## config.mk

```make
export PLATFORM = sky130hd
export DESIGN_NAME = hid_report_message_reassembler_flat
export DESIGN_NICKNAME = d
export VERILOG_FILES = /design/src/design/hrmr_pkg.sv /design/src/design/hrmr_in_if.sv /design/src/design/hrmr_out_if.sv /design/src/design/hid_report_message_reassembler.sv /design/src/flat_wrapper.sv
export VERILOG_INCLUDE_DIRS = /design/src /design/src/design
export SDC_FILE = /design/constraint.sdc
export NUM_CORES = 1
export LEC_CHECK = 0
export BUFFER_PORTS_ARGS = -buffer_cell sky130_fd_sc_hd__buf_4
export CELL_PAD_IN_SITES_DETAIL_PLACEMENT = 1
export CELL_PAD_IN_SITES_GLOBAL_PLACEMENT = 1
export CORE_UTILIZATION = 30
export DETAILED_ROUTE_END_ITERATION = 16
export MAX_ROUTING_LAYER = met4
export PLACE_DENSITY = 0.51
export SLEW_MARGIN = 20
export SYNTH_ARGS = -nofsm -noshare
export SYNTH_HDL_FRONTEND = slang
export SYNTH_SLANG_ARGS = --single-unit
```

## constraint.sdc

```tcl
create_clock -name clk -period 6.3 [get_ports clk]
set_input_delay 0.63 -clock clk [delete_from_list [all_inputs] [get_ports clk]]
set_output_delay 0.63 -clock clk [all_outputs]
set_load 0.05 [all_outputs]
```

## src/design/hid_report_message_reassembler_assert.svh

```systemverilog
`ifndef HID_REPORT_MESSAGE_REASSEMBLER_ASSERT_SVH
`define HID_REPORT_MESSAGE_REASSEMBLER_ASSERT_SVH

// Same-cycle implication, checked at every rising edge outside reset.
`define HRMR_ASSERT_IMP(label, ante, cons) \
    label: assert property (@(posedge clk) disable iff (!rst_n) (ante) |-> (cons)) \
        else $error("%m: implication failed");

// Next-cycle implication, checked at every rising edge outside reset.
`define HRMR_ASSERT_NEXT(label, ante, cons) \
    label: assert property (@(posedge clk) disable iff (!rst_n) (ante) |=> (cons)) \
        else $error("%m: next-cycle implication failed");

`endif

```

## src/design/hrmr_pkg.sv

```systemverilog
package hrmr_pkg;

    localparam int REPORT_BYTES = 64;
    localparam int POS_W        = $clog2(REPORT_BYTES);
    localparam int LEN_W        = 13;

    localparam logic [LEN_W-1:0] MAX_LEN_RESET = 13'd7609;
    localparam logic [7:0]       INIT_FLAG     = 8'h80;

    // Byte positions inside a report.
    localparam int POS_CMD          = 4;
    localparam int POS_LEN_HI       = 5;
    localparam int POS_LEN_LO       = 6;
    localparam int POS_INIT_PAYLOAD = 7;
    localparam int POS_CONT_PAYLOAD = 5;
    localparam int POS_LAST         = REPORT_BYTES - 1;

    localparam logic KIND_PAYLOAD = 1'b0;
    localparam logic KIND_STATUS  = 1'b1;

    localparam logic [1:0] STATUS_INCOMPLETE = 2'd0;
    localparam logic [1:0] STATUS_COMPLETE   = 2'd1;
    localparam logic [1:0] STATUS_REJECTED   = 2'd2;

    // Result queue: one item can produce two results.
    localparam int OUT_DEPTH = 4;
    localparam int OUT_PTR_W = $clog2(OUT_DEPTH);
    localparam int OUT_CNT_W = $clog2(OUT_DEPTH + 1);

    typedef enum logic [3:0] {
        MODE_UNDECIDED = 4'b0001,
        MODE_INIT      = 4'b0010,
        MODE_CONT      = 4'b0100,
        MODE_REJECT    = 4'b1000
    } mode_t;

    typedef struct packed {
        logic             result_kind;
        logic [7:0]       payload_byte;
        logic [LEN_W-1:0] payload_offset;
        logic [1:0]       report_status;
        logic [31:0]      channel_id;
        logic [7:0]       command_byte;
        logic [15:0]      message_length;
    } result_t;

endpackage

```

## src/design/hrmr_in_if.sv

```systemverilog
interface hrmr_in_if;
    logic       valid;
    logic       ready;
    logic [7:0] data_byte;
    logic       report_start;

    modport source (output valid, output data_byte, output report_start, input ready);
    modport sink (input valid, input data_byte, input report_start, output ready);
endinterface

```

## src/design/hrmr_out_if.sv

```systemverilog
interface hrmr_out_if;
    logic                        valid;
    logic                        ready;
    logic                        result_kind;
    logic [7:0]                  payload_byte;
    logic [hrmr_pkg::LEN_W-1:0]  payload_offset;
    logic [1:0]                  report_status;
    logic [31:0]                 channel_id;
    logic [7:0]                  command_byte;
    logic [15:0]                 message_length;

    modport source (
        output valid, output result_kind, output payload_byte, output payload_offset,
        output report_status, output channel_id, output command_byte,
        output message_length, input ready
    );
    modport sink (
        input valid, input result_kind, input payload_byte, input payload_offset,
        input report_status, input channel_id, input command_byte,
        input message_length, output ready
    );
endinterface

```

## src/design/hid_report_message_reassembler.sv

```systemverilog
// Reassembles messages from fixed-size HID reports fed one byte per item. Each
// accepted byte is decoded combinationally against the running session state and
// its results (a payload byte with its message offset, and after the last byte of a
// report an end-of-report status) are written into a four-entry result queue.
// The block takes one item per clock as long as the queue has room for two
// results; with the sink taking a result every cycle that is sustained. Results
// are registered into the queue before they reach the output. max_message_length
// is written through cfg_write_en/cfg_write_data; the user must do so only while
// the block is idle, which the block itself does not enforce. It resets to 7609.
module hid_report_message_reassembler (
    input  logic                       clk,
    input  logic                       rst_n,
    hrmr_in_if.sink                    in_item,
    hrmr_out_if.source                 out_item,
    input  logic                       cfg_write_en,
    input  logic [hrmr_pkg::LEN_W-1:0] cfg_write_data
);

    `include "hid_report_message_reassembler_assert.svh"

    localparam int POS_W = hrmr_pkg::POS_W;
    localparam int LEN_W = hrmr_pkg::LEN_W;

    logic [LEN_W-1:0]       max_len_reg;
    logic                   active_reg, active_next;
    logic [31:0]            channel_reg, channel_next;
    logic [7:0]             command_reg, command_next;
    logic [15:0]            exp_len_reg, exp_len_next;
    logic [LEN_W-1:0]       rcv_len_reg, rcv_len_next;
    logic [7:0]             exp_seq_reg, exp_seq_next;
    logic [POS_W-1:0]       pos_reg, pos_next;
    logic [31:0]            in_chan_reg, in_chan_next;
    logic [7:0]             len_hi_reg, len_hi_next;
    hrmr_pkg::mode_t        mode_reg, mode_next;

    logic [POS_W-1:0]       pos_cur;
    hrmr_pkg::mode_t        mode_cur;
    logic [7:0]             b;
    logic [15:0]            ann_len;
    logic [POS_W-1:0]       first_payload;
    logic                   pay_valid;
    logic                   last_byte;
    logic [1:0]             status;
    hrmr_pkg::result_t      pay_res, stat_res;

    hrmr_pkg::result_t                   queue_reg [hrmr_pkg::OUT_DEPTH];
    logic [hrmr_pkg::OUT_PTR_W-1:0]      wr_ptr_reg, rd_ptr_reg;
    logic [hrmr_pkg::OUT_CNT_W-1:0]      count_reg;
    logic [hrmr_pkg::OUT_CNT_W-1:0]      push_n;
    logic                                in_fire, out_fire;

    assign in_item.ready = (count_reg <= hrmr_pkg::OUT_CNT_W'(hrmr_pkg::OUT_DEPTH - 2));
    assign in_fire       = in_item.valid && in_item.ready;
    assign out_fire      = out_item.valid && out_item.ready;

    always_comb
    begin
        b            = in_item.data_byte;
        pos_cur      = in_item.report_start ? '0 : pos_reg;
        mode_cur     = (pos_cur == '0) ? hrmr_pkg::MODE_UNDECIDED : mode_reg;
        ann_len      = {len_hi_reg, b};
        first_payload = (mode_cur == hrmr_pkg::MODE_INIT)
                        ? POS_W'(hrmr_pkg::POS_INIT_PAYLOAD)
                        : POS_W'(hrmr_pkg::POS_CONT_PAYLOAD);

        active_next  = active_reg;
        channel_next = channel_reg;
        command_next = command_reg;
        exp_len_next = exp_len_reg;
        rcv_len_next = rcv_len_reg;
        exp_seq_next = exp_seq_reg;
        in_chan_next = in_chan_reg;
        len_hi_next  = len_hi_reg;
        mode_next    = mode_cur;
        pay_valid    = 1'b0;

        priority if (pos_cur < POS_W'(hrmr_pkg::POS_CMD))
        begin
            in_chan_next = {in_chan_reg[23:0], b};
        end
        else if (pos_cur == POS_W'(hrmr_pkg::POS_CMD))
        begin
            priority if ((b & hrmr_pkg::INIT_FLAG) != 8'h00)
            begin
                channel_next = in_chan_reg;
                command_next = b;
                active_next  = 1'b0;
                mode_next    = hrmr_pkg::MODE_INIT;
            end
            else if (!active_reg || (in_chan_reg != channel_reg))
            begin
                mode_next = hrmr_pkg::MODE_REJECT;
            end
            else if (b != exp_seq_reg)
            begin
                active_next = 1'b0;
                mode_next   = hrmr_pkg::MODE_REJECT;
            end
            else
            begin
                exp_seq_next = exp_seq_reg + 8'd1;
                mode_next    = hrmr_pkg::MODE_CONT;
            end
        end
        else if ((mode_cur == hrmr_pkg::MODE_INIT) && (pos_cur == POS_W'(hrmr_pkg::POS_LEN_HI)))
        begin
            len_hi_next = b;
        end
        else if ((mode_cur == hrmr_pkg::MODE_INIT) && (pos_cur == POS_W'(hrmr_pkg::POS_LEN_LO)))
        begin
            exp_len_next = ann_len;
            if (ann_len > {3'b000, max_len_reg})
            begin
                active_next = 1'b0;
                mode_next   = hrmr_pkg::MODE_REJECT;
            end
            else
            begin
                rcv_len_next = '0;
                exp_seq_next = '0;
                active_next  = 1'b1;
            end
        end
        else
        begin
            if (((mode_cur == hrmr_pkg::MODE_INIT) || (mode_cur == hrmr_pkg::MODE_CONT))
                && (pos_cur >= first_payload) && ({3'b000, rcv_len_reg} < exp_len_reg))
            begin
                pay_valid    = 1'b1;
                rcv_len_next = rcv_len_reg + LEN_W'(1);
            end
        end

        last_byte = (pos_cur == POS_W'(hrmr_pkg::POS_LAST));
        pos_next  = last_byte ? '0 : pos_cur + POS_W'(1);

        if ((mode_next == hrmr_pkg::MODE_REJECT) || (mode_next == hrmr_pkg::MODE_UNDECIDED))
        begin
            status = hrmr_pkg::STATUS_REJECTED;
        end
        else if ({3'b000, rcv_len_next} >= exp_len_next)
        begin
            status = hrmr_pkg::STATUS_COMPLETE;
        end
        else
        begin
            status = hrmr_pkg::STATUS_INCOMPLETE;
        end

        pay_res.result_kind    = hrmr_pkg::KIND_PAYLOAD;
        pay_res.payload_byte   = b;
        pay_res.payload_offset = rcv_len_reg;
        pay_res.report_status  = hrmr_pkg::STATUS_INCOMPLETE;
        pay_res.channel_id     = channel_next;
        pay_res.command_byte   = command_next;
        pay_res.message_length = exp_len_next;

        stat_res.result_kind    = hrmr_pkg::KIND_STATUS;
        stat_res.payload_byte   = '0;
        stat_res.payload_offset = '0;
        stat_res.report_status  = status;
        stat_res.channel_id     = channel_next;
        stat_res.command_byte   = command_next;
        stat_res.message_length = exp_len_next;

        push_n = in_fire ? (hrmr_pkg::OUT_CNT_W'(pay_valid) + hrmr_pkg::OUT_CNT_W'(last_byte))
                         : '0;
    end

    always_ff @(posedge clk or negedge rst_n)
    begin
        if (!rst_n)
        begin
            max_len_reg <= hrmr_pkg::MAX_LEN_RESET;
        end
        else if (cfg_write_en)
        begin
            max_len_reg <= cfg_write_data;
        end
    end

    always_ff @(posedge clk or negedge rst_n)
    begin
        if (!rst_n)
        begin
            active_reg  <= 1'b0;
            channel_reg <= '0;
            command_reg <= '0;
            exp_len_reg <= '0;
            rcv_len_reg <= '0;
            exp_seq_reg <= '0;
            pos_reg     <= '0;
            in_chan_reg <= '0;
            len_hi_reg  <= '0;
            mode_reg    <= hrmr_pkg::MODE_UNDECIDED;
        end
        else if (in_fire)
        begin
            active_reg  <= active_next;
            channel_reg <= channel_next;
            command_reg <= command_next;
            exp_len_reg <= exp_len_next;
            rcv_len_reg <= rcv_len_next;
            exp_seq_reg <= exp_seq_next;
            pos_reg     <= pos_next;
            in_chan_reg <= in_chan_next;
            len_hi_reg  <= len_hi_next;
            mode_reg    <= mode_next;
        end
    end

    // The first slot takes the payload result if there is one, else the status.
    always_ff @(posedge clk)
    begin
        if (push_n != '0)
        begin
            queue_reg[wr_ptr_reg] <= pay_valid ? pay_res : stat_res;
        end
        if (push_n == hrmr_pkg::OUT_CNT_W'(2))
        begin
            queue_reg[wr_ptr_reg + hrmr_pkg::OUT_PTR_W'(1)] <= stat_res;
        end
    end

    always_ff @(posedge clk or negedge rst_n)
    begin
        if (!rst_n)
        begin
            wr_ptr_reg <= '0;
            rd_ptr_reg <= '0;
            count_reg  <= '0;
        end
        else
        begin
            wr_ptr_reg <= wr_ptr_reg + push_n[hrmr_pkg::OUT_PTR_W-1:0];
            if (out_fire)
            begin
                rd_ptr_reg <= rd_ptr_reg + hrmr_pkg::OUT_PTR_W'(1);
            end
            count_reg <= count_reg + push_n - hrmr_pkg::OUT_CNT_W'(out_fire);
        end
    end

    assign out_item.valid          = (count_reg != '0);
    assign out_item.result_kind    = queue_reg[rd_ptr_reg].result_kind;
    assign out_item.payload_byte   = queue_reg[rd_ptr_reg].payload_byte;
    assign out_item.payload_offset = queue_reg[rd_ptr_reg].payload_offset;
    assign out_item.report_status  = queue_reg[rd_ptr_reg].report_status;
    assign out_item.channel_id     = queue_reg[rd_ptr_reg].channel_id;
    assign out_item.command_byte   = queue_reg[rd_ptr_reg].command_byte;
    assign out_item.message_length = queue_reg[rd_ptr_reg].message_length;

    `HRMR_ASSERT_IMP(a_queue_bound, 1'b1, count_reg <= hrmr_pkg::OUT_CNT_W'(hrmr_pkg::OUT_DEPTH))
    `HRMR_ASSERT_NEXT(a_last_byte_gives_result, in_fire && last_byte, out_item.valid && (pos_reg == '0))
    `HRMR_ASSERT_IMP(a_received_within_length, active_reg, {3'b000, rcv_len_reg} <= exp_len_reg)
    `HRMR_ASSERT_IMP(a_cont_needs_session, mode_reg == hrmr_pkg::MODE_CONT, active_reg)

endmodule
```

## src/flat_wrapper.sv

```systemverilog
// flat-port wrapper written by rule: the top's interface ports become plain ports
module hid_report_message_reassembler_flat 
  (clk, rst_n, cfg_write_en, cfg_write_data, in_item_valid, in_item_data_byte, in_item_report_start, in_item_ready, out_item_valid, out_item_result_kind, out_item_payload_byte, out_item_payload_offset, out_item_report_status, out_item_channel_id, out_item_command_byte, out_item_message_length, out_item_ready);
  hrmr_in_if in_item_i ();
  hrmr_out_if out_item_i ();
  input  logic clk;
  input  logic rst_n;
  input  logic cfg_write_en;
  input  logic [hrmr_pkg::LEN_W-1:0] cfg_write_data;
  input wire logic [$bits(in_item_i.valid)-1:0] in_item_valid;
  input wire logic [$bits(in_item_i.data_byte)-1:0] in_item_data_byte;
  input wire logic [$bits(in_item_i.report_start)-1:0] in_item_report_start;
  output wire logic [$bits(in_item_i.ready)-1:0] in_item_ready;
  output wire logic [$bits(out_item_i.valid)-1:0] out_item_valid;
  output wire logic [$bits(out_item_i.result_kind)-1:0] out_item_result_kind;
  output wire logic [$bits(out_item_i.payload_byte)-1:0] out_item_payload_byte;
  output wire logic [$bits(out_item_i.payload_offset)-1:0] out_item_payload_offset;
  output wire logic [$bits(out_item_i.report_status)-1:0] out_item_report_status;
  output wire logic [$bits(out_item_i.channel_id)-1:0] out_item_channel_id;
  output wire logic [$bits(out_item_i.command_byte)-1:0] out_item_command_byte;
  output wire logic [$bits(out_item_i.message_length)-1:0] out_item_message_length;
  input wire logic [$bits(out_item_i.ready)-1:0] out_item_ready;
  assign in_item_i.valid = in_item_valid;
  assign in_item_i.data_byte = in_item_data_byte;
  assign in_item_i.report_start = in_item_report_start;
  assign in_item_ready = in_item_i.ready;
  assign out_item_valid = out_item_i.valid;
  assign out_item_result_kind = out_item_i.result_kind;
  assign out_item_payload_byte = out_item_i.payload_byte;
  assign out_item_payload_offset = out_item_i.payload_offset;
  assign out_item_report_status = out_item_i.report_status;
  assign out_item_channel_id = out_item_i.channel_id;
  assign out_item_command_byte = out_item_i.command_byte;
  assign out_item_message_length = out_item_i.message_length;
  assign out_item_i.ready = out_item_ready;
  hid_report_message_reassembler u_core (.clk(clk), .rst_n(rst_n), .in_item(in_item_i), .out_item(out_item_i), .cfg_write_en(cfg_write_en), .cfg_write_data(cfg_write_data));
endmodule
```

; Yosys cells after proc, flatten, opt, wreduce, memory -nomap -nowiden
; Memories as Yosys holds them, arrays and structs flattened.
; Index checks and enable logic that the tools add are counted.
[word_totals]
reg_bits = 148
ramBits = 320
inputBits = 27
output_inout_bits = 82
wordCells = 123
n_memories = 1
[mem_list]
columns = name, depth, width, read_ports, rd_clocked_by_memory_dff, wr, line_no
row1 = u_core.queue_reg, 4, 80, 1, 0, 2, hid_report_message_reassembler.sv:46  ; hrmr_pkg::result_t queue_reg [hrmr_pkg::OUT_DEPTH];
[classes]
addsub = 9
n_lt_le_gt_ge = 6
eq_ne = 18
muxes = 55
n_bitwise = 2
reduce_logical = 18
[op_table]
columns = cell, n
row1 = two-way mux 32 bit, 3
row2 = two-way mux 8 bit, 10
row3 = two-way mux 80 bit, 1
row4 = two-way mux 13 bit, 6
row5 = two-way mux 16 bit, 4
row6 = two-way mux 4 bit, 9
row7 = inequality test 32 bit, 1
row8 = "equality test 6 x 3 -> 1 bit, second input constant", 3
row9 = two-way mux 1 bit, 17
row10 = >= comparator 13 x 16 -> 1 bit, 1
row11 = greater-than comparator 16 x 13 -> 1 bit, 1
row12 = < comparator 13 x 16 -> 1 bit, 1
row13 = "adder 13 x 1 -> 13 bit, second input constant", 1
row14 = two-way mux 6 bit, 2
row15 = "adder 8 x 1 -> 8 bit, second input constant", 1
row16 = inequality test 8 bit, 1
row17 = AND reduction 8 bit, 1
row18 = "adder 6 x 1 -> 6 bit, second input constant", 1
row19 = "equality test 6 bit, second input constant", 1
row20 = >= comparator 6 bit, 1
row21 = logical AND 1 bit, 6
row22 = zero test 6 bit, 1
row23 = "< comparator 6 x 3 -> 1 bit, second input constant", 1
row24 = "inequality test 2 bit, second input constant", 3
row25 = other kinds (23), 31

; Logic depth before layout (Yosys ltp)
[depth]
depth_word = 18
depth_mapped = 23
ltp_nobuf = 21

; Worst setup path before layout
; Ideal clock, no wire load.
[synth_timing]
path_kind = input-to-reg
startpoint = input port in_item_report_start
endpoint = memory u_core.queue_reg[1][0] in the netlist's numbering (enable)
setup_ns = 0.412
arrival_time_ns = 5.617
t_required_ns = 5.888
slack_ns = 0.271
stages = 21
n_path_buf = 6
path_cell_list = clkbuf_1 nand2b_1 ha_1 inv_1 o21ai_0 ha_1 a21oi_1 o32ai_1 o311ai_2 a2111oi_4 nand2_4 inv_2 buf_2 ha_1 clkbuf_1 mux2i_1 or3_1 clkbuf_1 clkbuf_1 clkbuf_1 inv_1
[synth_lines]
columns = element, line_no
row1 = from (decl), flat_wrapper.sv:12  ; input wire logic [$bits(in_item_i.report_start)-1:0] in_item_report_start;
row2 = to (decl), hid_report_message_reassembler.sv:46

==> results.sh <==
export IMPL_status="finished, final reports clean"
export IMPL_cts_tree="yes"
export IMPL_met3_usage_pct=2.347
export IMPL_hp_class="input pin to asynchronous set/reset pin"
export IMPL_grt_first_pass_wirelength_um=95630
export IMPL_worstMarginPinSlew_ns=1.029
export IMPL_timing_fmax_mhz=188.7
export IMPL_grt_max_degree=103
export IMPL_ys_warn_count=0
export IMPL_ff2ff_path_depth=18
export IMPL_area_growth_pct=16.59
export IMPL_fin_area_um2=24950
export IMPL_use_met2_pct=30.63
export IMPL_clkLatencyLatePin_ns=0.61
export IMPL_route_detailed_drc=0
export IMPL_syn_inst=1729
export IMPL_fin_crit_ns=5.298
export IMPL_post_cts_setup_buffers=0
export IMPL_dp_slack_ns=0.7386
export IMPL_crit_required_ns=6.65
export IMPL_place_gp_congestion=0.8281
export IMPL_detail_route_antenna_nets=0
export IMPL_cts_sinks=468
export IMPL_ys_ff_latch=468
export IMPL_chipHeight_um=269.1
export IMPL_path_class="flop to flop"
export IMPL_num_antenna_cells=0
export IMPL_final_cells=2784
export IMPL_clk_pin_slew_ns=0.06
export IMPL_finalMaxSlewViolations=0
export IMPL_detail_route_wl_per_cell_um=22.49
export IMPL_busiest_layer="met2"
export IMPL_h_tree_depth=2
export IMPL_use_met1_pct=23.31
export IMPL_p_leak_nw=9.528
export IMPL_hold_buffers=0
export IMPL_worstPathMaxFanout=24
export IMPL_synth_edf_count=232
export IMPL_synthesis_nets=1807
export IMPL_vias=14000
export IMPL_start_util_pct=30.45
export IMPL_antenna_found_initial=0
export IMPL_dp_hpwl_um=40520
export IMPL_cts_root_buffer="clkbuf_16"
export IMPL_port_buffers=108
export IMPL_hold_viol=0
export IMPL_placed_cell_area_um2=23230
export IMPL_r2r_start="u_core.pos_reg[4]"
export IMPL_drive_above_1_share_pct=20.50
export IMPL_ys_flop_type="edfxtp_1"
export IMPL_tns_ns=0
export IMPL_dp_cells=2682
export IMPL_power_density_nw_per_um2=391.3
export IMPL_ys_types=75
export IMPL_vdd_drop_max_mv=0.1828
export IMPL_numCtsBuffers=54
export IMPL_cp_startpoint="u_core.pos_reg[4]"
export IMPL_post_cts_resized=0
export IMPL_clock_skew_ns=0.01953
export IMPL_fin_nets=1876
export IMPL_finalCritPeriodShare_pct=84.10
export IMPL_rsz0062_at_grt="no"
export IMPL_multi_input_area_um2=8278
export IMPL_rows=97
export IMPL_drt_initial_drc_count=698
export IMPL_fin_ws_ns=1.002
export IMPL_vias_per_cell=5.030
export IMPL_async_flop_share_pct=31.62
export IMPL_finalPower_w=0.009761
export IMPL_clockBufferDepth=3
export IMPL_seqCellArea_um2=12450
export IMPL_timing_slew_headroom_pct=31.37
export IMPL_startpoint_type="flop"
export IMPL_routed_wl_um=62610
export IMPL_max_cap_viol_count=0
export IMPL_ys_seq_area_share_pct=58.16
export IMPL_final_setup_viol_count=0
export IMPL_largest_register_ffs=320
export IMPL_grt_pass1_vias=15210
export IMPL_crit_path_end_kind="flop"
export IMPL_fill_cells=7462
export IMPL_die_x_um=269.1
export IMPL_arrival_ns=5.65
export IMPL_syn_avg_cell_area_um2=12.38
export IMPL_grt_ovfl_total=0
export IMPL_netlist_area_um2=21400
export IMPL_die_area_um2=72390
export IMPL_dr_pass1_iters=5
export IMPL_core_um2=70270
export IMPL_track_usage_pct=18.23
export IMPL_io_pins=109
per-layer routing:
metal | vias to the layer above | wire length (um)
met3 | 69 | 1726
met5 | - | 0
met2 | 174 | 31710
met4 | 0 | 1152
met1 | 7281 | 28020
li1 | 6479 | -
critical path: stages, from the launching register on:
cell       delay [ns]
dfrtp_1          0.45
nor3_2           0.49
a21oi_1          0.22
o21ai_0          0.20
ha_1             0.16
a21oi_1          0.06
o32ai_1          0.41
o311ai_2         0.20
a2111oi_4        0.42
nand2_4          0.30
o31ai_1          0.39
o21ai_0          0.13
ha_1             0.34
a2111o_1         0.38
a31oi_1          0.14
o21ai_0          0.13
a221o_1          0.33
nand4_1          0.19
nor2_1           0.09
cell usage after synthesis, drive strengths merged (4+ instances only):
library cell  count  area share, %
nor4             12           0.38
and3              5           0.15
buf              41            1.0
clkbuf           82            1.4
a22o             88            3.6
ha               50            2.9
o211ai            6           0.21
o31ai             6           0.23
edfxtp          232             33
o21ai           100            2.3
nand4            29           0.85
or4               4           0.14
and2              8           0.23
dfxtp            88            8.2
mux2             44            2.3
dfstp            10            1.2
mux2i            60            2.8
nand2b           12           0.35
a31oi            13           0.38
dfrtp           138             16
a21oi            24           0.56
xor2              4           0.16
a21o             11           0.39
o22a              6           0.25
nand2           127            2.3
mux4             80            8.4
or3               7           0.20
nor3             16           0.40
nor2b            11           0.32
nor2            263            4.6
inv              51           0.89
nand3            18           0.42
xnor2            43            1.8
cell families (layout without fill, tap and decap cells):
| group | count (synthesis) | count (layout) | share of synthesized area (%) |
|---|---|---|---|
| AND/OR/NAND/NOR | 523 | 523 | 10.79 |
| flip-flops | 468 | 468 | 58.16 |
| XOR/XNOR | 47 | 47 | 1.924 |
| adder cells (fa/ha/maj) | 51 | 51 | 3.017 |
| buffers and inverters | 174 | 289 | 3.333 |
| multiplexers | 184 | 184 | 13.54 |
| AO/OA/AOI/OAI | 282 | 282 | 9.234 |
worst paths after layout:
check | slack (ns) | end
setup / recovery | 1.00 | u_core.queue_reg[0][56]
hold / removal | 0.13 | u_core.max_len_reg[1]
setup reg to reg | 1.00 | u_core.queue_reg[0][56]
hold reg to reg | 0.45 | u_core.queue_reg[3][79]
max in group asynchronous | 4.75 | u_core.channel_reg[21]
min in group clk | 0.24 | u_core.max_len_reg[5]
power breakdown:
group / total, W / switching, W / internal (W)
Clock: 0.00307 / 0.00132 / 0.00176
Sequential: 0.00383 / 0.000413 / 0.00342
Combinational: 0.00286 / 0.00178 / 0.00108
Total: 0.00976 / 0.00350 / 0.00626
cell type report:
cell class,count,share of cell area (%)
Sequential cell,468,49.91
Clock buffer,68,5.798
Multi-Input combinational cell,1087,33.18
Inverter,51,0.7674
Timing Repair Buffer,136,4.539
Tap cell,940,4.715
Clock inverter,34,1.083
through the flow:
step | hold slack [ns] | utilization (%)
global route | 0.1843 | 35.50
CTS | 0.1717 | 35.50
global placement | 0.4336 | 33.04
floorplan | 0.3344 | -
detailed placement | 0.4413 | 33.06
finish | 0.1253 | 35.50
layout by cell type (no fill, tap or decap), types with 5 or more instances in the layout:
| cell | instances |
|---|---|
| a21o_1 | 11 |
| a21oi_1 | 24 |
| a22o_1 | 88 |
| a31oi_1 | 13 |
| and2_1 | 5 |
| and3_1 | 5 |
| buf_12 | 8 |
| buf_4 | 126 |
| clkbuf_1 | 12 |
| clkbuf_16 | 56 |
| clkinv_1 | 11 |
| clkinv_2 | 12 |
| dfrtp_1 | 136 |
| dfstp_2 | 10 |
| dfxtp_1 | 88 |
| edfxtp_1 | 232 |
| ha_1 | 50 |
| inv_1 | 46 |
| inv_2 | 5 |
| mux2_2 | 44 |
| mux2i_1 | 60 |
| mux4_2 | 80 |
| nand2_1 | 121 |
| nand2b_1 | 12 |
| nand3_1 | 18 |
| nand4_1 | 29 |
| nor2_1 | 260 |
| nor2b_1 | 11 |
| nor3_1 | 14 |
| nor4_1 | 11 |
| o211ai_1 | 6 |
| o21ai_0 | 98 |
| o22a_1 | 6 |
| o31ai_1 | 5 |
| or3_1 | 6 |
| xnor2_1 | 43 |
Note: power is estimated with default switching activity, not from simulation.
